### src/rtl/core/kvt_pkg.sv
`timescale 1ns / 1ps

package kvt_pkg;

    localparam logic [7:0] ESCAPE_BYTE    = 8'd92;
    localparam logic [7:0] KEY_SEP_RESET  = 8'd61;
    localparam logic [7:0] PAIR_SEP_RESET = 8'd59;

    localparam logic CFG_KEY_SEP  = 1'b0;
    localparam logic CFG_PAIR_SEP = 1'b1;

    typedef enum logic [2:0] {
        MODE_KEY_SKIP    = 3'd0,
        MODE_KEY_COLLECT = 3'd1,
        MODE_VAL_SKIP    = 3'd2,
        MODE_VAL_COLLECT = 3'd3,
        MODE_STOPPED     = 3'd4
    } t_mode;

    typedef enum logic [2:0] {
        KIND_KEY_CHAR = 3'd0,
        KIND_VAL_CHAR = 3'd1,
        KIND_KEY_END  = 3'd2,
        KIND_PAIR_END = 3'd3,
        KIND_DONE     = 3'd4
    } t_kind;

    // main result of one byte, besides flushed whitespace and end marks
    typedef enum logic [1:0] {
        MAIN_NONE     = 2'd0,
        MAIN_CHAR     = 2'd1,
        MAIN_KEY_END  = 2'd2,
        MAIN_PAIR_END = 2'd3
    } t_main;

    typedef enum logic [2:0] {
        STEP_FLUSH    = 3'd0,
        STEP_MAIN     = 3'd1,
        STEP_KEY_END  = 3'd2,
        STEP_PAIR_END = 3'd3,
        STEP_DONE     = 3'd4
    } t_step;

    typedef struct packed {
        logic  accept;
        logic  emit;
        t_step step;
        logic  last;
    } t_cmd;

    typedef struct packed {
        logic out_free;
        logic flush_pending;
        logic flush_last;
        logic plan_flush;
        logic plan_main;
        logic plan_key_end;
        logic plan_pair_end;
        logic plan_done;
    } t_status;

    function automatic logic is_ws(input logic [7:0] c);
        return c inside {[8'd9:8'd13], 8'd32};
    endfunction

endpackage

### src/rtl/core/kvt_datapath.sv
`timescale 1ns / 1ps

module kvt_datapath #(
    parameter int HELD_CAP = 16
) (
    input  logic           i_clk,
    input  logic           i_rst_n,
    input  logic           i_cfg_wr_en,
    input  logic [0:0]     i_cfg_addr,
    input  logic [7:0]     i_cfg_wr_data,
    input  logic [7:0]     i_char,
    input  logic           i_end,
    input  kvt_pkg::t_cmd  i_cmd,
    output kvt_pkg::t_status o_status,
    input  logic           i_out_ready,
    output logic           o_out_valid,
    output logic [7:0]     o_out_char,
    output logic [2:0]     o_out_kind,
    output logic           o_out_last,
    output logic           o_out_ovf
);
    import kvt_pkg::*;

    localparam int CW = $clog2(HELD_CAP + 1);
    localparam int IW = (HELD_CAP > 1) ? $clog2(HELD_CAP) : 1;

    logic [7:0]    r_key_sep;
    logic [7:0]    r_pair_sep;
    t_mode         r_mode;
    logic          r_esc;
    logic [CW-1:0] r_cnt;
    logic          r_khc;
    logic          r_ovf;
    logic [7:0]    r_held [HELD_CAP];

    logic [CW-1:0] r_flush_n;
    logic [CW-1:0] r_rd_idx;
    t_main         r_main;
    logic [7:0]    r_char;
    t_kind         r_char_kind;
    logic          r_item_ovf;

    logic          r_out_valid;
    logic [7:0]    r_out_char;
    t_kind         r_out_kind;
    logic          r_out_last;
    logic          r_out_ovf;

    t_mode         n_mode;
    logic          n_esc;
    logic [CW-1:0] n_cnt;
    logic          n_khc;
    logic          n_ovf;

    t_mode         m1;
    logic          active;
    logic          key;
    logic          ws;
    logic [7:0]    sep;
    logic          d_flush;
    logic          d_store;
    t_main         d_main;
    t_kind         d_char_kind;
    logic          fin_key_end;
    logic          fin_pair_end;
    logic [7:0]    e_char;
    t_kind         e_kind;

    // decode of the byte at the input against the current parse state
    always_comb begin
        ws          = is_ws(i_char);
        n_mode      = r_mode;
        n_esc       = r_esc;
        n_cnt       = r_cnt;
        n_khc       = r_khc;
        n_ovf       = r_ovf;
        d_flush     = 1'b0;
        d_store     = 1'b0;
        d_main      = MAIN_NONE;
        m1          = r_mode;
        active      = 1'b0;
        if (r_mode == MODE_KEY_SKIP || r_mode == MODE_VAL_SKIP) begin
            if (!ws) begin
                active = 1'b1;
                m1 = (r_mode == MODE_KEY_SKIP) ? MODE_KEY_COLLECT : MODE_VAL_COLLECT;
            end
        end else if (r_mode == MODE_KEY_COLLECT || r_mode == MODE_VAL_COLLECT) begin
            active = 1'b1;
        end
        key         = (m1 == MODE_KEY_COLLECT);
        sep         = key ? r_key_sep : r_pair_sep;
        d_char_kind = key ? KIND_KEY_CHAR : KIND_VAL_CHAR;
        if (active) begin
            n_mode = m1;
            if (!r_esc && i_char == sep) begin
                n_cnt = '0;
                n_esc = 1'b0;
                if (key) begin
                    if (r_khc) begin
                        d_main = MAIN_KEY_END;
                        n_mode = MODE_VAL_SKIP;
                    end else begin
                        n_mode = MODE_STOPPED;
                    end
                end else begin
                    d_main = MAIN_PAIR_END;
                    n_mode = MODE_KEY_SKIP;
                    n_khc  = 1'b0;
                end
            end else if (!r_esc && i_char == ESCAPE_BYTE) begin
                d_flush = 1'b1;
                n_esc   = 1'b1;
            end else if (r_esc) begin
                d_flush = 1'b1;
                d_main  = MAIN_CHAR;
                n_esc   = 1'b0;
            end else if (ws) begin
                if (r_cnt < CW'(HELD_CAP)) begin
                    d_store = 1'b1;
                    n_cnt   = r_cnt + CW'(1);
                end else begin
                    n_ovf = 1'b1;
                end
            end else begin
                d_flush = 1'b1;
                d_main  = MAIN_CHAR;
            end
            if (d_flush) begin
                n_cnt = '0;
            end
            if (key && ((d_flush && r_cnt != '0) || d_main == MAIN_CHAR)) begin
                n_khc = 1'b1;
            end
        end
        fin_key_end  = i_end && n_mode == MODE_KEY_COLLECT && n_khc;
        fin_pair_end = fin_key_end ||
                       (i_end && (n_mode == MODE_VAL_SKIP || n_mode == MODE_VAL_COLLECT));
    end

    always_comb begin
        o_status.out_free      = !r_out_valid || i_out_ready;
        o_status.flush_pending = (r_rd_idx != r_flush_n);
        o_status.flush_last    = (CW'(r_rd_idx + CW'(1)) == r_flush_n);
        o_status.plan_flush    = d_flush && (r_cnt != '0);
        o_status.plan_main     = (d_main != MAIN_NONE);
        o_status.plan_key_end  = fin_key_end;
        o_status.plan_pair_end = fin_pair_end;
        o_status.plan_done     = i_end;
    end

    // payload of the beat the controller asks for
    always_comb begin
        e_char = 8'd0;
        e_kind = KIND_DONE;
        case (i_cmd.step)
            STEP_FLUSH: begin
                e_char = r_held[r_rd_idx[IW-1:0]];
                e_kind = r_char_kind;
            end
            STEP_MAIN: begin
                case (r_main)
                    MAIN_CHAR: begin
                        e_char = r_char;
                        e_kind = r_char_kind;
                    end
                    MAIN_KEY_END:  e_kind = KIND_KEY_END;
                    MAIN_PAIR_END: e_kind = KIND_PAIR_END;
                    default:       e_kind = KIND_DONE;
                endcase
            end
            STEP_KEY_END:  e_kind = KIND_KEY_END;
            STEP_PAIR_END: e_kind = KIND_PAIR_END;
            default:       e_kind = KIND_DONE;
        endcase
    end

    always_ff @(posedge i_clk) begin
        if (!i_rst_n) begin
            r_key_sep   <= KEY_SEP_RESET;
            r_pair_sep  <= PAIR_SEP_RESET;
            r_mode      <= MODE_KEY_SKIP;
            r_esc       <= 1'b0;
            r_cnt       <= '0;
            r_khc       <= 1'b0;
            r_ovf       <= 1'b0;
            r_flush_n   <= '0;
            r_rd_idx    <= '0;
            r_out_valid <= 1'b0;
        end else begin
            if (i_cfg_wr_en) begin
                case (i_cfg_addr)
                    CFG_KEY_SEP:  r_key_sep  <= i_cfg_wr_data;
                    CFG_PAIR_SEP: r_pair_sep <= i_cfg_wr_data;
                    default:      r_key_sep  <= r_key_sep;
                endcase
            end
            if (i_cmd.accept) begin
                if (i_end) begin
                    r_mode <= MODE_KEY_SKIP;
                    r_esc  <= 1'b0;
                    r_cnt  <= '0;
                    r_khc  <= 1'b0;
                    r_ovf  <= 1'b0;
                end else begin
                    r_mode <= n_mode;
                    r_esc  <= n_esc;
                    r_cnt  <= n_cnt;
                    r_khc  <= n_khc;
                    r_ovf  <= n_ovf;
                end
                r_flush_n <= d_flush ? r_cnt : '0;
                r_rd_idx  <= '0;
            end else if (i_cmd.emit && i_cmd.step == STEP_FLUSH) begin
                r_rd_idx <= r_rd_idx + CW'(1);
            end
            if (i_cmd.emit) begin
                r_out_valid <= 1'b1;
            end else if (i_out_ready) begin
                r_out_valid <= 1'b0;
            end
        end
    end

    always_ff @(posedge i_clk) begin
        if (i_cmd.accept) begin
            if (d_store) begin
                r_held[r_cnt[IW-1:0]] <= i_char;
            end
            r_main      <= d_main;
            r_char      <= i_char;
            r_char_kind <= d_char_kind;
            r_item_ovf  <= n_ovf;
        end
        if (i_cmd.emit) begin
            r_out_char <= e_char;
            r_out_kind <= e_kind;
            r_out_last <= i_cmd.last;
            r_out_ovf  <= r_item_ovf;
        end
    end

    assign o_out_valid = r_out_valid;
    assign o_out_char  = r_out_char;
    assign o_out_kind  = r_out_kind;
    assign o_out_last  = r_out_last;
    assign o_out_ovf   = r_out_ovf;

    a_cnt_bound: assert property (@(posedge i_clk) disable iff (!i_rst_n)
        r_cnt <= CW'(HELD_CAP))
        else $error("held count beyond capacity");

    a_rd_bound: assert property (@(posedge i_clk) disable iff (!i_rst_n)
        r_rd_idx <= r_flush_n)
        else $error("flush read pointer past flush length");

    a_stopped_clean: assert property (@(posedge i_clk) disable iff (!i_rst_n)
        r_mode == MODE_STOPPED |-> (!r_esc && r_cnt == '0))
        else $error("stopped mode with pending escape or held whitespace");

endmodule

### src/rtl/core/kvt_ctrl.sv
`timescale 1ns / 1ps

module kvt_ctrl (
    input  logic             i_clk,
    input  logic             i_rst_n,
    input  logic             i_in_valid,
    output logic             o_in_ready,
    input  kvt_pkg::t_status i_status,
    output kvt_pkg::t_cmd    o_cmd
);
    import kvt_pkg::*;

    typedef enum logic {
        S_IDLE,
        S_BUSY
    } t_state;

    t_state     r_state;
    t_state     n_state;
    // pending steps: main, key end, pair end, done (lowest bit first)
    logic [3:0] r_todo;
    logic [3:0] n_todo;
    logic       plan_any;

    always_comb begin
        o_cmd    = '{accept: 1'b0, emit: 1'b0, step: STEP_DONE, last: 1'b0};
        n_state  = r_state;
        n_todo   = r_todo;
        plan_any = i_status.plan_flush | i_status.plan_main | i_status.plan_key_end
                 | i_status.plan_pair_end | i_status.plan_done;
        o_in_ready = (r_state == S_IDLE);
        case (r_state)
            S_IDLE: begin
                if (i_in_valid) begin
                    o_cmd.accept = 1'b1;
                    n_todo = {i_status.plan_done, i_status.plan_pair_end,
                              i_status.plan_key_end, i_status.plan_main};
                    n_state = plan_any ? S_BUSY : S_IDLE;
                end
            end
            S_BUSY: begin
                if (i_status.out_free) begin
                    o_cmd.emit = 1'b1;
                    if (i_status.flush_pending) begin
                        o_cmd.step = STEP_FLUSH;
                        o_cmd.last = i_status.flush_last && (r_todo == 4'd0);
                    end else if (r_todo[0]) begin
                        o_cmd.step = STEP_MAIN;
                        o_cmd.last = (r_todo[3:1] == 3'd0);
                        n_todo[0]  = 1'b0;
                    end else if (r_todo[1]) begin
                        o_cmd.step = STEP_KEY_END;
                        o_cmd.last = (r_todo[3:2] == 2'd0);
                        n_todo[1]  = 1'b0;
                    end else if (r_todo[2]) begin
                        o_cmd.step = STEP_PAIR_END;
                        o_cmd.last = !r_todo[3];
                        n_todo[2]  = 1'b0;
                    end else begin
                        o_cmd.step = STEP_DONE;
                        o_cmd.last = 1'b1;
                        n_todo[3]  = 1'b0;
                    end
                    if (o_cmd.last) begin
                        n_state = S_IDLE;
                    end
                end
            end
            default: n_state = S_IDLE;
        endcase
    end

    always_ff @(posedge i_clk) begin
        if (!i_rst_n) begin
            r_state <= S_IDLE;
            r_todo  <= 4'd0;
        end else begin
            r_state <= n_state;
            r_todo  <= n_todo;
        end
    end

    a_busy_has_work: assert property (@(posedge i_clk) disable iff (!i_rst_n)
        r_state == S_BUSY |-> (r_todo != 4'd0 || i_status.flush_pending))
        else $error("busy with nothing left to send");

    a_emit_when_free: assert property (@(posedge i_clk) disable iff (!i_rst_n)
        o_cmd.emit |-> (i_status.out_free && !o_cmd.accept))
        else $error("beat loaded into a full output register");

endmodule

### src/rtl/core/key_value_tokenizer.sv
// a byte that yields results is accepted in the idle state; its result beats (flushed whitespace,
//   char or mark, end marks) are then loaded one at a time into the single output register
//   from the busy state, each only while that register is free; a byte with no result is just taken
// a new byte is taken once all beats of the previous one are in the output register
// reset: synchronous, active low; separators return to '=' and ';', parsing to key start
`timescale 1ns / 1ps

module key_value_tokenizer #(
    parameter int HELD_DEPTH = 16
) (
    input  logic       i_clk,
    input  logic       i_rst_n,
    input  logic       i_cfg_wr_en,
    input  logic [0:0] i_cfg_addr,
    input  logic [7:0] i_cfg_wr_data,
    input  logic       s_axis_tvalid,
    output logic       s_axis_tready,
    input  logic [7:0] s_axis_tdata,   // in_char
    input  logic       s_axis_tlast,   // in_end
    output logic       m_axis_tvalid,
    input  logic       m_axis_tready,
    output logic [7:0] m_axis_tdata,   // out_char
    output logic [3:0] m_axis_tuser,   // out_kind [2:0], out_overflow [3]
    output logic       m_axis_tlast    // out_last
);
    import kvt_pkg::*;

    localparam int HELD_CAP = (HELD_DEPTH < 16) ? HELD_DEPTH : 16;

    t_cmd       cmd;
    t_status    status;
    logic [2:0] out_kind;
    logic       out_ovf;

    kvt_ctrl u_ctrl (
        .i_clk      (i_clk),
        .i_rst_n    (i_rst_n),
        .i_in_valid (s_axis_tvalid),
        .o_in_ready (s_axis_tready),
        .i_status   (status),
        .o_cmd      (cmd)
    );

    kvt_datapath #(
        .HELD_CAP (HELD_CAP)
    ) u_datapath (
        .i_clk         (i_clk),
        .i_rst_n       (i_rst_n),
        .i_cfg_wr_en   (i_cfg_wr_en),
        .i_cfg_addr    (i_cfg_addr),
        .i_cfg_wr_data (i_cfg_wr_data),
        .i_char        (s_axis_tdata),
        .i_end         (s_axis_tlast),
        .i_cmd         (cmd),
        .o_status      (status),
        .i_out_ready   (m_axis_tready),
        .o_out_valid   (m_axis_tvalid),
        .o_out_char    (m_axis_tdata),
        .o_out_kind    (out_kind),
        .o_out_last    (m_axis_tlast),
        .o_out_ovf     (out_ovf)
    );

    assign m_axis_tuser = {out_ovf, out_kind};

endmodule

### config.mk
export PLATFORM = sky130hd
export DESIGN_NAME = key_value_tokenizer
export DESIGN_NICKNAME = d
export VERILOG_FILES = /design/src/rtl/core/kvt_pkg.sv /design/src/rtl/core/kvt_datapath.sv /design/src/rtl/core/kvt_ctrl.sv /design/src/rtl/core/key_value_tokenizer.sv
export SDC_FILE = /design/constraint.sdc
export NUM_CORES = 1
export LEC_CHECK = 0
export BUFFER_PORTS_ARGS = -buffer_cell sky130_fd_sc_hd__buf_4
export CAP_MARGIN = 10
export CORE_MARGIN = 5
export CORE_UTILIZATION = 60
export DETAILED_ROUTE_END_ITERATION = 8
export PLACE_DENSITY = 0.89
export REMOVE_ABC_BUFFERS = 1
export SLEW_MARGIN = 20
export SYNTH_ARGS = -nofsm -noshare
export SYNTH_HDL_FRONTEND = slang
export SYNTH_SLANG_ARGS = --single-unit
### constraint.sdc
create_clock -name i_clk -period 7.99 [get_ports i_clk]
set_clock_uncertainty 0.1 [all_clocks]
set_input_delay 1.9975 -clock i_clk [delete_from_list [all_inputs] [get_ports i_clk]]
set_output_delay 1.9975 -clock i_clk [all_outputs]
set_load 0.02 [all_outputs]
; Word level (Yosys, flattened, before mapping)
; Memory sizes are Yosys's and may differ from the RTL's. A register that Yosys moved wholly into a read port is not among the register bits.
; Index checks and enable logic that the tools add are counted.
[classes]
n_eq_ne = 27
muxes = 90
reduce_logical = 42
n_addsub = 2
n_lt_le_gt_ge = 3
n_bitwise = 7
[ops]
columns = op, n
row1 = 2-to-1 mux 5 bit, 11
row2 = 2-to-1 mux 1 bit, 44
row3 = 2-to-1 mux 4 bit, 11
row4 = 2-to-1 mux 3 bit, 8
row5 = "== test 3 x 2 -> 1 bit, second input constant", 6
row6 = 2-to-1 mux 2 bit, 9
row7 = 2-to-1 mux 8 bit, 2
row8 = one-hot mux 8 bit (2 select lines), 1
row9 = "== test 3 x 1 -> 1 bit, second input constant", 4
row10 = "!= test 2 bit, second input constant", 6
row11 = one-hot mux 3 bit (4 select lines), 1
row12 = AND reduction 6 bit, 2
row13 = logical AND 1 bit, 11
row14 = "adder 5 x 1 -> 5 bit, second input constant", 2
row15 = zero test 3 bit, 3
row16 = one-hot mux 3 bit (3 select lines), 1
row17 = "== test 8 x 6 -> 1 bit, second input constant", 1
row18 = "== test 8 x 7 -> 1 bit, second input constant", 1
row19 = == test 8 bit, 1
row20 = "greater-or-equal comparator 8 x 4 -> 1 bit, second input constant", 1
row21 = "less-or-equal comparator 8 x 4 -> 1 bit, second input constant", 1
row22 = one-hot mux 4 bit (2 select lines), 1
row23 = AND reduction 2 bit, 4
row24 = nonzero test 2 bit, 4
row25 = other kinds (20), 35
[totals]
register_bits = 70
output_inout_bits = 15
n_memories = 1
ram_bits = 128
in_bits = 23
[memory_table]
columns = name, words, word_bits, read_ports, rd_clocked_by_memory_dff, wr, line_no
row1 = u_datapath.r_held, 16, 8, 1, 1, 1, kvt_datapath.sv:34  ; logic [7:0] r_held [HELD_CAP];

; Logic depth before layout (Yosys ltp)
; Gate-level depths: netlist of run 1.
[depth]
depth_word = 23
ltp_mapped = 11
ltp_nobuf = 9

; Cells and area by module
; Synthesis of run 1 repeated with hierarchy kept, for this count alone.
[unflattened]
cells_unflattened = 578
hier_area_um2 = 8454.4
[by_module_without_submodules]
columns = module, n_inst, cells_per_inst, seq_area_each_um2, area_per_inst_um2
row1 = kvt_datapath, 1, 532, 5435.2, 8131.5
row2 = kvt_ctrl, 1, 45, 100.1, 315.3
row3 = key_value_tokenizer, 1, 1, 0.0, 7.5

; Worst setup path after synthesis of run 1
; Ideal clock, no wire load.
[synth_path]
path_kind = in2reg
from = input s_axis_tdata[7]
to = memory u_datapath.r_held[10][0], enable pin
arrival_ns = 4.509
setup_time_ns = 0.332
n_path_buf = 1
slack_ns = 3.049
t_required_ns = 7.558
cell_stages = 8
path_cell_list = or4_4 or4_4 a31oi_4 nor3_2 o211a_4 a2111oi_4 buf_6 and3_1
[synth_via]
elab_chain_cells = 14
elab_cells_between_ends = 23
classes_between = order compare: 2 / eq/ne: 4 / mux: 13 / reduce/logical: 4
[synth_rtl]
columns = element, line_no
row1 = from (decl), key_value_tokenizer.sv:18  ; input logic [7:0] s_axis_tdata,
row2 = greater-or-equal comparator 8 x 4 -> 1 bit / less-or-equal comparator 8 x 4 -> 1 bit (equally long branches), kvt_pkg.sv:63  ; return c inside {[8'd9:8'd13], 8'd32};
row3 = logical AND 1 bit, kvt_pkg.sv:63
row4 = nonzero test 2 bit, kvt_pkg.sv:63
row5 = 2-to-1 mux 3 bit, kvt_datapath.sv:83  ; if (!ws) begin
row6 = 2-to-1 mux 3 bit, kvt_datapath.sv:82  ; if (r_mode == MODE_KEY_SKIP || r_mode == MODE_VAL_SKIP) begin
row7 = == test 3 x 1 -> 1 bit, kvt_datapath.sv:90  ; key = (m1 == MODE_KEY_COLLECT);
row8 = 2-to-1 mux 8 bit, kvt_datapath.sv:91  ; sep = key ? r_key_sep : r_pair_sep;
row9 = == test 8 bit, kvt_datapath.sv:95  ; if (!r_esc && i_char == sep) begin
row10 = logical AND 1 bit, kvt_datapath.sv:95
row11 = 2-to-1 mux 1 bit, kvt_datapath.sv:95
row12 = 2-to-1 mux 1 bit (*), kvt_datapath.sv:93  ; if (active) begin
row13 = 2-to-1 mux 1 bit (*), kvt_datapath.sv:226  ; if (d_store) begin
row14 = 2-to-1 mux 1 bit (*), kvt_datapath.sv:225  ; if (i_cmd.accept) begin
row15 = 2-to-1 mux 1 bit (not written as such) (*), kvt_datapath.sv:227  ; r_held[r_cnt[IW-1:0]] <= i_char;
row16 = to (decl), kvt_datapath.sv:34
; Mark *: on every way between the ends. The rest lies on a longest branch, timed or not.

; Worst setup path in the final report of run 1
[layout_path]
from = input s_axis_tdata[7]
to = memory u_datapath.r_held[5][2], enable pin
; Same word-level chain as after synthesis.

==> results.json, run 1 <==
{
  "status": "completed",
  "vias": 5219,
  "fin_crit_sh_pct": 69.6,
  "root_buffer": "clkbuf_16",
  "worstMarginPinSlew_ps": 1090,
  "cts_resized": 0,
  "clock_latency_ps": 440,
  "drc": 0,
  "groute.layer.met2.usage_pct": 39.7,
  "p_sw_share_pct": 23.0,
  "synthCells": 567,
  "rsz0062_at_grt": "no",
  "tns_ps": 0,
  "diodes": 0,
  "wire_per_inst_um": 24.0,
  "cts.sinks": 200,
  "io_buffers": 37,
  "htreeDepth": 4,
  "place_ws_ps": 2080,
  "maxSlewViolCount": 0,
  "die_height_um": 129,
  "cellLeakagePower_nw": 3.20,
  "antenna_found_initial": 0,
  "slew_headroom_pct": 27.2,
  "fmax_mhz": 180,
  "grt_use_total_pct": 24.3,
  "crit_arrival_ps": 5560,
  "initial_core_util_pct": 61.3,
  "drt-total-wl_um": 19100,
  "maxCapViolations": 0,
  "hold_violations": 0,
  "yosysWarnings": 0,
  "cp.required_ps": 7990,
  "avgSynthCellArea_um2": 15.0,
  "cts_tree": "built",
  "design.core.area_mm2": 0.0139,
  "synth_edf_count": 153,
  "drt_iter0_drc": 698,
  "powerDensity_mw_per_mm2": 217,
  "mostFrequentLayoutCells": "edfxtp_1 (153), nand2_1 (59), dfxtp_1 (46)",
  "critical_path.endpoint_type": "register",
  "criticalPathCategory": "in -> reg",
  "multi_input_area_mm2": 0.00281,
  "grt_overflow": 0,
  "ys_types": 74,
  "layout.nets": 630,
  "area.sequential_mm2": 0.00554,
  "grt_start_max_net_pins": 35,
  "met1_usage_pct": 32.6,
  "setup_viol": 0,
  "grt_pass1_wl_um": 29800,
  "fillerInstances": 912,
  "ioPinCount": 38,
  "post_cts_buffers": 0,
  "intPower_mw": 1.58,
  "die_w_um": 129,
  "hold_path_class": "reg -> reg",
  "clockBufferDepth": 2,
  "grt_util_met3_pct": 5.89,
  "hold_buffers": 0,
  "ys_seq_area_share_pct": 65.0,
  "cts_buffers": 17,
  "grt_pass1_vias": 5172,
  "busiest_layer": "met2",
  "hpwl_um": 13000,
  "period_needed_ps": 5560,
  "die_area_mm2": 0.0167,
  "ant_nets": 0,
  "path_max_fanout": 22,
  "fin_ws_ps": 2430,
  "switchingPower_mw": 0.472,
  "async_flop_share_pct": 0,
  "vias_per_cell": 6.56,
  "p_comb_share_pct": 5.6,
  "ys_ff_latch": 200,
  "power.share.clock_pct": 38.5,
  "layout_commonest_cell": "edfxtp_1",
  "peakVddDrop_mv": 0.112,
  "power_frac_seq_pct": 55.9,
  "clkTransAtPathRegs_ps": 70,
  "r2r_cells": 8,
  "gp_congestion": 0.903,
  "synth_ff_type": "edfxtp_1",
  "holdWs_ps": 332,
  "syn_to_final_growth_pct": 11.1,
  "start_kind": "primary input",
  "firstDrtPassIters": 6,
  "hold_path_depth": 0,
  "std_cell_rows": 43,
  "syn_area_mm2": 0.00852,
  "layout-drive-gt1-share_pct": 22.3
}
==> sequential cells by signal, indices dropped and copies added, names as in the netlist, 2 cells and up, named ones only <==
signal	cells
u_datapath.r_pair_sep	8
u_datapath.r_held	128
u_datapath.r_rd_idx	5
u_datapath.r_flush_n	5
u_datapath.o_out_kind	3
u_datapath.r_char	8
u_datapath.r_cnt	5
u_datapath.r_mode	3
u_datapath.r_main	2
u_datapath.r_key_sep	8
u_ctrl.r_todo	4
u_datapath.o_out_char	8
==> Yosys cell counts, drive strengths merged, types with 9 or more instances <==
library cell,number,area (µm²)
dfxtp,47,941
xnor2,14,123
clkbuf,12,46.3
and3,17,113
o21ai,14,70.1
inv,14,52.6
nand3,12,60.1
edfxtp,153,4590
buf,9,56.3
nor3,12,65.1
a22o,14,123
a21boi,10,75.1
mux4,40,901
nor2,24,100
nand2,60,228
==> area by class of cell <==
cell class              instances  area share, %
flip-flops and latches        200           58.6
well taps                     180           2.38
clock inverters                15           1.26
multi-input cells             330           29.7
clock buffers                  17           4.50
inverters                      15          0.595
repair buffers                 38           3.02
==> worst max-delay path, stage by stage <==
cell	delay, ps
buf_4	200
or4_4	540
nor4_2	520
nor3_1	240
inv_2	160
mux2i_1	290
nor2_2	110
a2111oi_4	950
and3_1	540
==> path summary, 6_finish.rpt <==
| check | slack [ps] | start | end |
|---|---|---|---|
| setup / recovery | 2430 | s_axis_tdata[7] | u_datapath.r_held[5][2]$_DFFE_PP_ |
| hold / removal | 330 | u_datapath.r_item_ovf$_DFFE_PP_ | u_datapath.o_out_ovf$_DFFE_PP_ |
| setup reg to reg | 3790 | u_datapath.r_mode[0]$_SDFFE_PN0P_ | u_datapath.r_held[5][2]$_DFFE_PP_ |
| hold reg to reg | 330 | u_datapath.r_item_ovf$_DFFE_PP_ | u_datapath.o_out_ovf$_DFFE_PP_ |
==> through the flow <==
step                      utilization (%)  total power, mW  cells  instance area (µm²)
after floorplan                         -             1.23    545                 8400
after global placement               64.2             1.28    763                 8910
after detailed placement             64.2             1.29    763                 8910
after CTS                            68.1             2.06    795                 9460
after global routing                 68.2             2.11    795                 9460
final                                68.2             2.05    795                 9460
==> logic make-up after synthesis <==
group / share of synthesized area (%)
DFF: 65.0
and+or+nand+nor: 11.0
adders and majority gates: 0.852
AOI/OAI and AO/OA: 8.27
xor gates and xnor gates: 1.95
buffers and inverters: 2.00
muxes: 10.9
==> power by group through the flow <==
stage          logic (mW)  registers (mW)  clock network [mW]
4_1_cts             0.114            1.15               0.794
6_report            0.115            1.15               0.791
5_1_grt             0.124            1.15               0.840
3_3_place_gp        0.110            1.17                   0
2_1_floorplan      0.0531            1.18                   0
3_5_place_dp        0.114            1.17                   0
==> per-layer routing <==
layer / up-vias / part of all wire [%]
li1: 2292 / -
met1: 2586 / 39
met2: 302 / 50
met3: 39 / 9.0
met4: 0 / 2.5
met5: - / 0
Note: power is estimated with default switching activity, not from simulation.
==> run 2, diff against run 1 <==
--- a/config.mk
+++ b/config.mk
@@ -5,6 +5,7 @@
 export SDC_FILE = /design/constraint.sdc
 export NUM_CORES = 1
 export LEC_CHECK = 0
+export ABC_AREA = 1
 export BUFFER_PORTS_ARGS = -buffer_cell sky130_fd_sc_hd__buf_4
 export CAP_MARGIN = 10
 export CORE_MARGIN = 5
==> constraint.sdc (replaced) <==
create_clock -name i_clk -period 5.8 [get_ports i_clk]
set_clock_uncertainty 0.1 [all_clocks]
set_input_delay 1.45 -clock i_clk [delete_from_list [all_inputs] [get_ports i_clk]]
set_output_delay 1.45 -clock i_clk [all_outputs]
set_load 0.02 [all_outputs]
==> run 2 against run 1 <==
  * Highest routed layer unchanged
  * Final area is 1.7% higher
  * Final cell count is 33% higher
  * Clock power up 39%
  * Largest power group unchanged
  * First-iteration DRC count grew 45%
  * Sequential cell count stayed put
==> results.json, run 2 <==
{
  "status": "completed",
  "die_area_mm2": 0.0170,
  "ys_ff_latch": 200,
  "setup_viol": 0,
  "layout_commonest_cell": "nand2_1",
  "period_needed_ps": 4200,
  "mostFrequentLayoutCells": "nand2_1 (185), edfxtp_1 (153), a21oi_1 (82)",
  "grt_pass1_vias": 6155,
  "rsz0062_at_grt": "no",
  "yosysWarnings": 0,
  "drt_iter0_drc": 1012,
  "antenna_found_initial": 0,
  "synth_edf_count": 153,
  "area.sequential_mm2": 0.00554,
  "layout.nets": 892,
  "cts_buffers": 17,
  "critical_path.endpoint_type": "register",
  "die_height_um": 130,
  "drc": 0,
  "io_buffers": 37,
  "hold_path_class": "reg -> reg",
  "stdcell_area_mm2": 0.00962,
  "largest_reg_flops": 128,
  "ys_seq_area_share_pct": 63.8,
  "slew_headroom_pct": 27.3,
  "post_dp_cell_area_mm2": 0.00907,
  "synth.most_common_cell": "nand2_1",
  "maxCapViolations": 0,
  "ioPinCount": 38,
  "post_cts_buffers": 0,
  "syn_area_mm2": 0.00868,
  "synthCells": 837,
  "async_flop_share_pct": 0,
  "fin_util_pct": 67.0,
  "design.core.area_mm2": 0.0144,
  "clkTransAtPathRegs_ps": 70,
  "htreeDepth": 4,
  "ant_nets": 0,
  "diodes": 0,
  "vias": 6464,
  "syn_to_final_growth_pct": 10.9,
  "hpwl_um": 12800,
  "cp.required_ps": 5760,
  "peakVddDrop_mv": 0.188,
  "netlist.area_leader.share_pct": 52.9,
  "hold_violations": 0,
  "maxSlewViolCount": 0,
  "initial_core_util_pct": 60.4,
  "criticalPathCategory": "in -> reg",
  "synthTopCellsByArea": "edfxtp_1 (53%), dfxtp_1 (11%), nand2_1 (8.0%)",
  "root_buffer": "clkbuf_16",
  "ys_types": 53,
  "die_w_um": 130,
  "avgSynthCellArea_um2": 10.4,
  "crit_arrival_ps": 4160,
  "clock_latency_ps": 440,
  "met2RoutedLength_um": 10200,
  "met1Wirelength_um": 7530,
  "hold_buffers": 0,
  "fin_crit_sh_pct": 72.4,
  "gp_congestion": 0.856,
  "path_max_fanout": 21,
  "vias_per_cell": 6.09,
  "drt-total-wl_um": 20300,
  "place_ws_ps": 1170,
  "firstDrtPassIters": 6,
  "powerDensity_mw_per_mm2": 311,
  "fillerInstances": 1029,
  "grt_pass1_wl_um": 32100,
  "fmax_mhz": 238,
  "tns_ps": 0,
  "multi_input_area_mm2": 0.00274,
  "grt_use_total_pct": 25.2,
  "cts_tree": "built",
  "cts_resized": 0,
  "wl_met3_um": 1920,
  "top_layer": "met4",
  "grt_start_max_net_pins": 66,
  "worstMarginPinSlew_ps": 1090,
  "synth_ff_type": "edfxtp_1",
  "layout-drive-gt1-share_pct": 11.3,
  "holdWs_ps": 344,
  "cts.sinks": 200,
  "wire_per_inst_um": 19.1,
  "grt_overflow": 0,
  "cellLeakagePower_nw": 3.67,
  "synthTopCellsByCount": "nand2_1 (185), edfxtp_1 (153), a21oi_1 (82), nor2_1 (74), inv_1 (60)",
  "start_kind": "primary input",
  "synth_top_area_cell": "edfxtp_1",
  "std_cell_rows": 44,
  "clockBufferDepth": 2,
  "fin_ws_ps": 1600
}
run 2: worst paths after layout:
kind / start / to / slack, ps / cells past startpoint
worst max-delay path: s_axis_tdata[5] / u_datapath.r_held[5][7]$_DFFE_PP_ / 1600 / 17
worst min-delay path: u_datapath.r_item_ovf$_DFFE_PP_ / u_datapath.o_out_ovf$_DFFE_PP_ / 340 / 0
worst max register to register: u_datapath.r_mode[1]$_SDFFE_PN0P_ / u_datapath.r_held[5][7]$_DFFE_PP_ / 2630 / 13
worst min register to register: u_datapath.r_item_ovf$_DFFE_PP_ / u_datapath.o_out_ovf$_DFFE_PP_ / 340 / 0
run 2: layout make-up:
| cell class | count | share of cell area (%) |
|---|---|---|
| clock buffers | 18 | 4.46 |
| clock inverters | 14 | 1.22 |
| inverters | 68 | 2.70 |
| multi-input cells | 536 | 28.5 |
| flip-flops and latches | 200 | 57.5 |
| well taps | 184 | 2.39 |
| repair buffers | 41 | 3.20 |
run 2: per-layer routing:
metal	vias up	GRT usage, %
li1	2990	-
met1	3041	31.6
met3	65	5.36
met4	0	11.2
met5	-	0
met2	368	42.2
run 2: critical path: stages:
cell and delay (ps):
buf_4 240, inv_1 100, nor2_1 90, nand4_1 100
nand2_2 120, nand2_4 110, nand2_4 180, nand2_1 120
o21ai_1 110, nand2_1 70, nand2_1 120, nor2_4 60
nand3_4 120, inv_6 70, nor4_4 220, nand2_1 160
nor2_1 720
run 2: kinds of logic (layout without fill, tap and decap cells):
kind of cell / count (synthesis) / in the layout / share of synthesized area, %
adder cells (fa/ha/maj): 5 / 5 / 0.721
XOR/XNOR: 9 / 9 / 0.908
AO/OA/AOI/OAI: 172 / 172 / 12.1
flip-flops: 200 / 200 / 63.8
buffers and inverters: 101 / 141 / 4.64
AND/OR/NAND/NOR: 350 / 350 / 17.8
run 2: through the flow:
step | total power [mW] | instances
after global placement | 1.91 | 1029
after detailed placement | 1.92 | 1029
after floorplan | 1.81 | 804
after global routing | 3.09 | 1061
final | 2.99 | 1061
after CTS | 2.99 | 1061
run 2: power by group:
part           switching, mW  total, mW  internal [mW]
Clock                  0.539       1.10          0.557
Sequential            0.0234       1.60           1.58
Combinational          0.203      0.295         0.0923
Total                  0.765       2.99           2.23
==> run 3, diff against run 2 <==
==> constraint.sdc (replaced) <==
create_clock -name i_clk -period 4.3 [get_ports i_clk]
set_clock_uncertainty 0.1 [all_clocks]
set_input_delay 1.075 -clock i_clk [delete_from_list [all_inputs] [get_ports i_clk]]
set_output_delay 1.075 -clock i_clk [all_outputs]
set_load 0.02 [all_outputs]
==> run 3 against run 2 <==
  * Critical path depth grew 3
  * Final cell count grew 2.3%
  * Routed wire length grew 8.0%
  * Combinational power grew 36%
  * Via count is 2.3% higher
==> results.json, run 3 (synthesis gave the netlist of run 2 again) <==
{
  "grt_start_max_net_pins": 65,
  "peakVddDrop_mv": 0.233,
  "firstDrtPassIters": 5,
  "crit_arrival_ps": 3560,
  "hpwl_um": 13900,
  "layout.nets": 916,
  "gp_congestion": 0.895,
  "vias_per_cell": 6.09,
  "p_comb_share_pct": 9.6,
  "hold_buffers": 0,
  "hold_violations": 0,
  "p_sw_share_pct": 25.0,
  "drt_iter0_drc": 909,
  "design.core.area_mm2": 0.0144,
  "power_frac_seq_pct": 51.9,
  "htreeDepth": 4,
  "power.share.clock_pct": 38.5,
  "grt_use_total_pct": 27.0,
  "intPower_mw": 3.13,
  "ant_nets": 0,
  "largest_reg_flops": 128,
  "grt_pass1_vias": 6514,
  "die_area_mm2": 0.0170,
  "fin_crit_sh_pct": 81.7,
  "holdWs_ps": 337,
  "maxCapViolations": 0,
  "post_dp_cell_area_mm2": 0.00926,
  "setup_viol": 0,
  "criticalPathCategory": "in -> reg",
  "die_w_um": 130,
  "worstMarginPinSlew_ps": 916,
  "cts_resized": 0,
  "post_cts_buffers": 0,
  "status": "completed",
  "critical_path.endpoint_type": "register",
  "hold_path_class": "reg -> reg",
  "clkTransAtPathRegs_ps": 70,
  "clockBufferDepth": 2,
  "io_buffers": 37,
  "layout-drive-gt1-share_pct": 13.7,
  "fmax_mhz": 285,
  "cts_tree": "built",
  "maxSlewViolCount": 0,
  "vias": 6610,
  "syn_to_final_growth_pct": 13.5,
  "powerDensity_mw_per_mm2": 423,
  "cts.sinks": 200,
  "rsz0062_at_grt": "no",
  "slew_headroom_pct": 38.9,
  "switchingPower_mw": 1.04,
  "initial_core_util_pct": 60.4,
  "diodes": 0,
  "cts_buffers": 17,
  "layout_commonest_cell": "nand2_1",
  "drt-total-wl_um": 21900,
  "fillerInstances": 953,
  "grt_pass1_wl_um": 34100,
  "mostFrequentLayoutCells": "nand2_1 (185), edfxtp_1 (153), a21oi_1 (82)",
  "std_cell_rows": 44,
  "ioPinCount": 38,
  "wire_per_inst_um": 20.2,
  "clock_latency_ps": 440,
  "root_buffer": "clkbuf_16",
  "drc": 0,
  "start_kind": "primary input",
  "cp.required_ps": 4350,
  "path_max_fanout": 22,
  "cellLeakagePower_nw": 3.84,
  "grt_overflow": 0,
  "antenna_found_initial": 0,
  "tns_ps": 0,
  "stdcell_area_mm2": 0.00985,
  "die_height_um": 130,
  "fin_util_pct": 68.5,
  "period_needed_ps": 3510
}
[run 3: path summary, 6_finish.rpt]
check	start	end	slack, ps	cells past startpoint
max	s_axis_tdata[3]	u_datapath.r_held[2][7]$_DFFE_PP_	790	20
min	u_datapath.r_item_ovf$_DFFE_PP_	u_datapath.o_out_ovf$_DFFE_PP_	340	0
max reg2reg	u_datapath.r_mode[2]$_SDFFE_PN0P_	u_datapath.r_held[2][7]$_DFFE_PP_	1330	14
min reg2reg	u_datapath.r_item_ovf$_DFFE_PP_	u_datapath.o_out_ovf$_DFFE_PP_	340	0
[run 3: power by group through the flow]
stage	logic, mW	clock network [mW]	registers, mW
2_1_floorplan	0.216	0	2.22
3_3_place_gp	0.378	0	2.20
3_5_place_dp	0.390	0	2.20
4_1_cts	0.395	1.61	2.16
5_1_grt	0.438	1.70	2.17
6_report	0.401	1.60	2.16
[run 3: metrics by stage]
| stage | setup slack [ps] | total power, mW | std cells |
|---|---|---|---|
| after floorplan | 870 | 2.43 | 804 |
| after global placement | 487 | 2.58 | 1053 |
| after detailed placement | 380 | 2.59 | 1053 |
| after CTS | 804 | 4.17 | 1085 |
| after global routing | 521 | 4.31 | 1085 |
| final | 787 | 4.17 | 1085 |
[run 3: final cells by class]
cell class / instances / area (µm²) / area share (%)
clock inverters: 15 / 165 / 1.68
repair buffers: 65 / 488 / 4.96
clock buffers: 17 / 425 / 4.32
well taps: 184 / 230 / 2.34
flip-flops and latches: 200 / 5540 / 56.2
inverters: 68 / 260 / 2.64
multi-input cells: 536 / 2740 / 27.8
[run 3: worst max-delay path, cell delays in order]
cell     delay [ps]
buf_4           220
nand2_1         120
o21ai_2          70
nand2_1          50
nand2_1          70
nand2_2          70
nand2_4         140
nand2_4         150
nand2_1         130
nand2_1          60
nand2_1          50
nand2_1          40
nand2_1         120
nor2_4           60
nand3_4         120
inv_6            70
nor4_4          280
nand2_1         210
nor2_1          210
buf_4           250
[run 3: layer usage]
layer	share of wire, %	vias up	GRT usage (%)
li1	-	3037	-
met5	0	-	0
met1	36	3013	32.5
met4	5.2	0	15.1
met2	48	464	43.3
met3	11	96	8.31
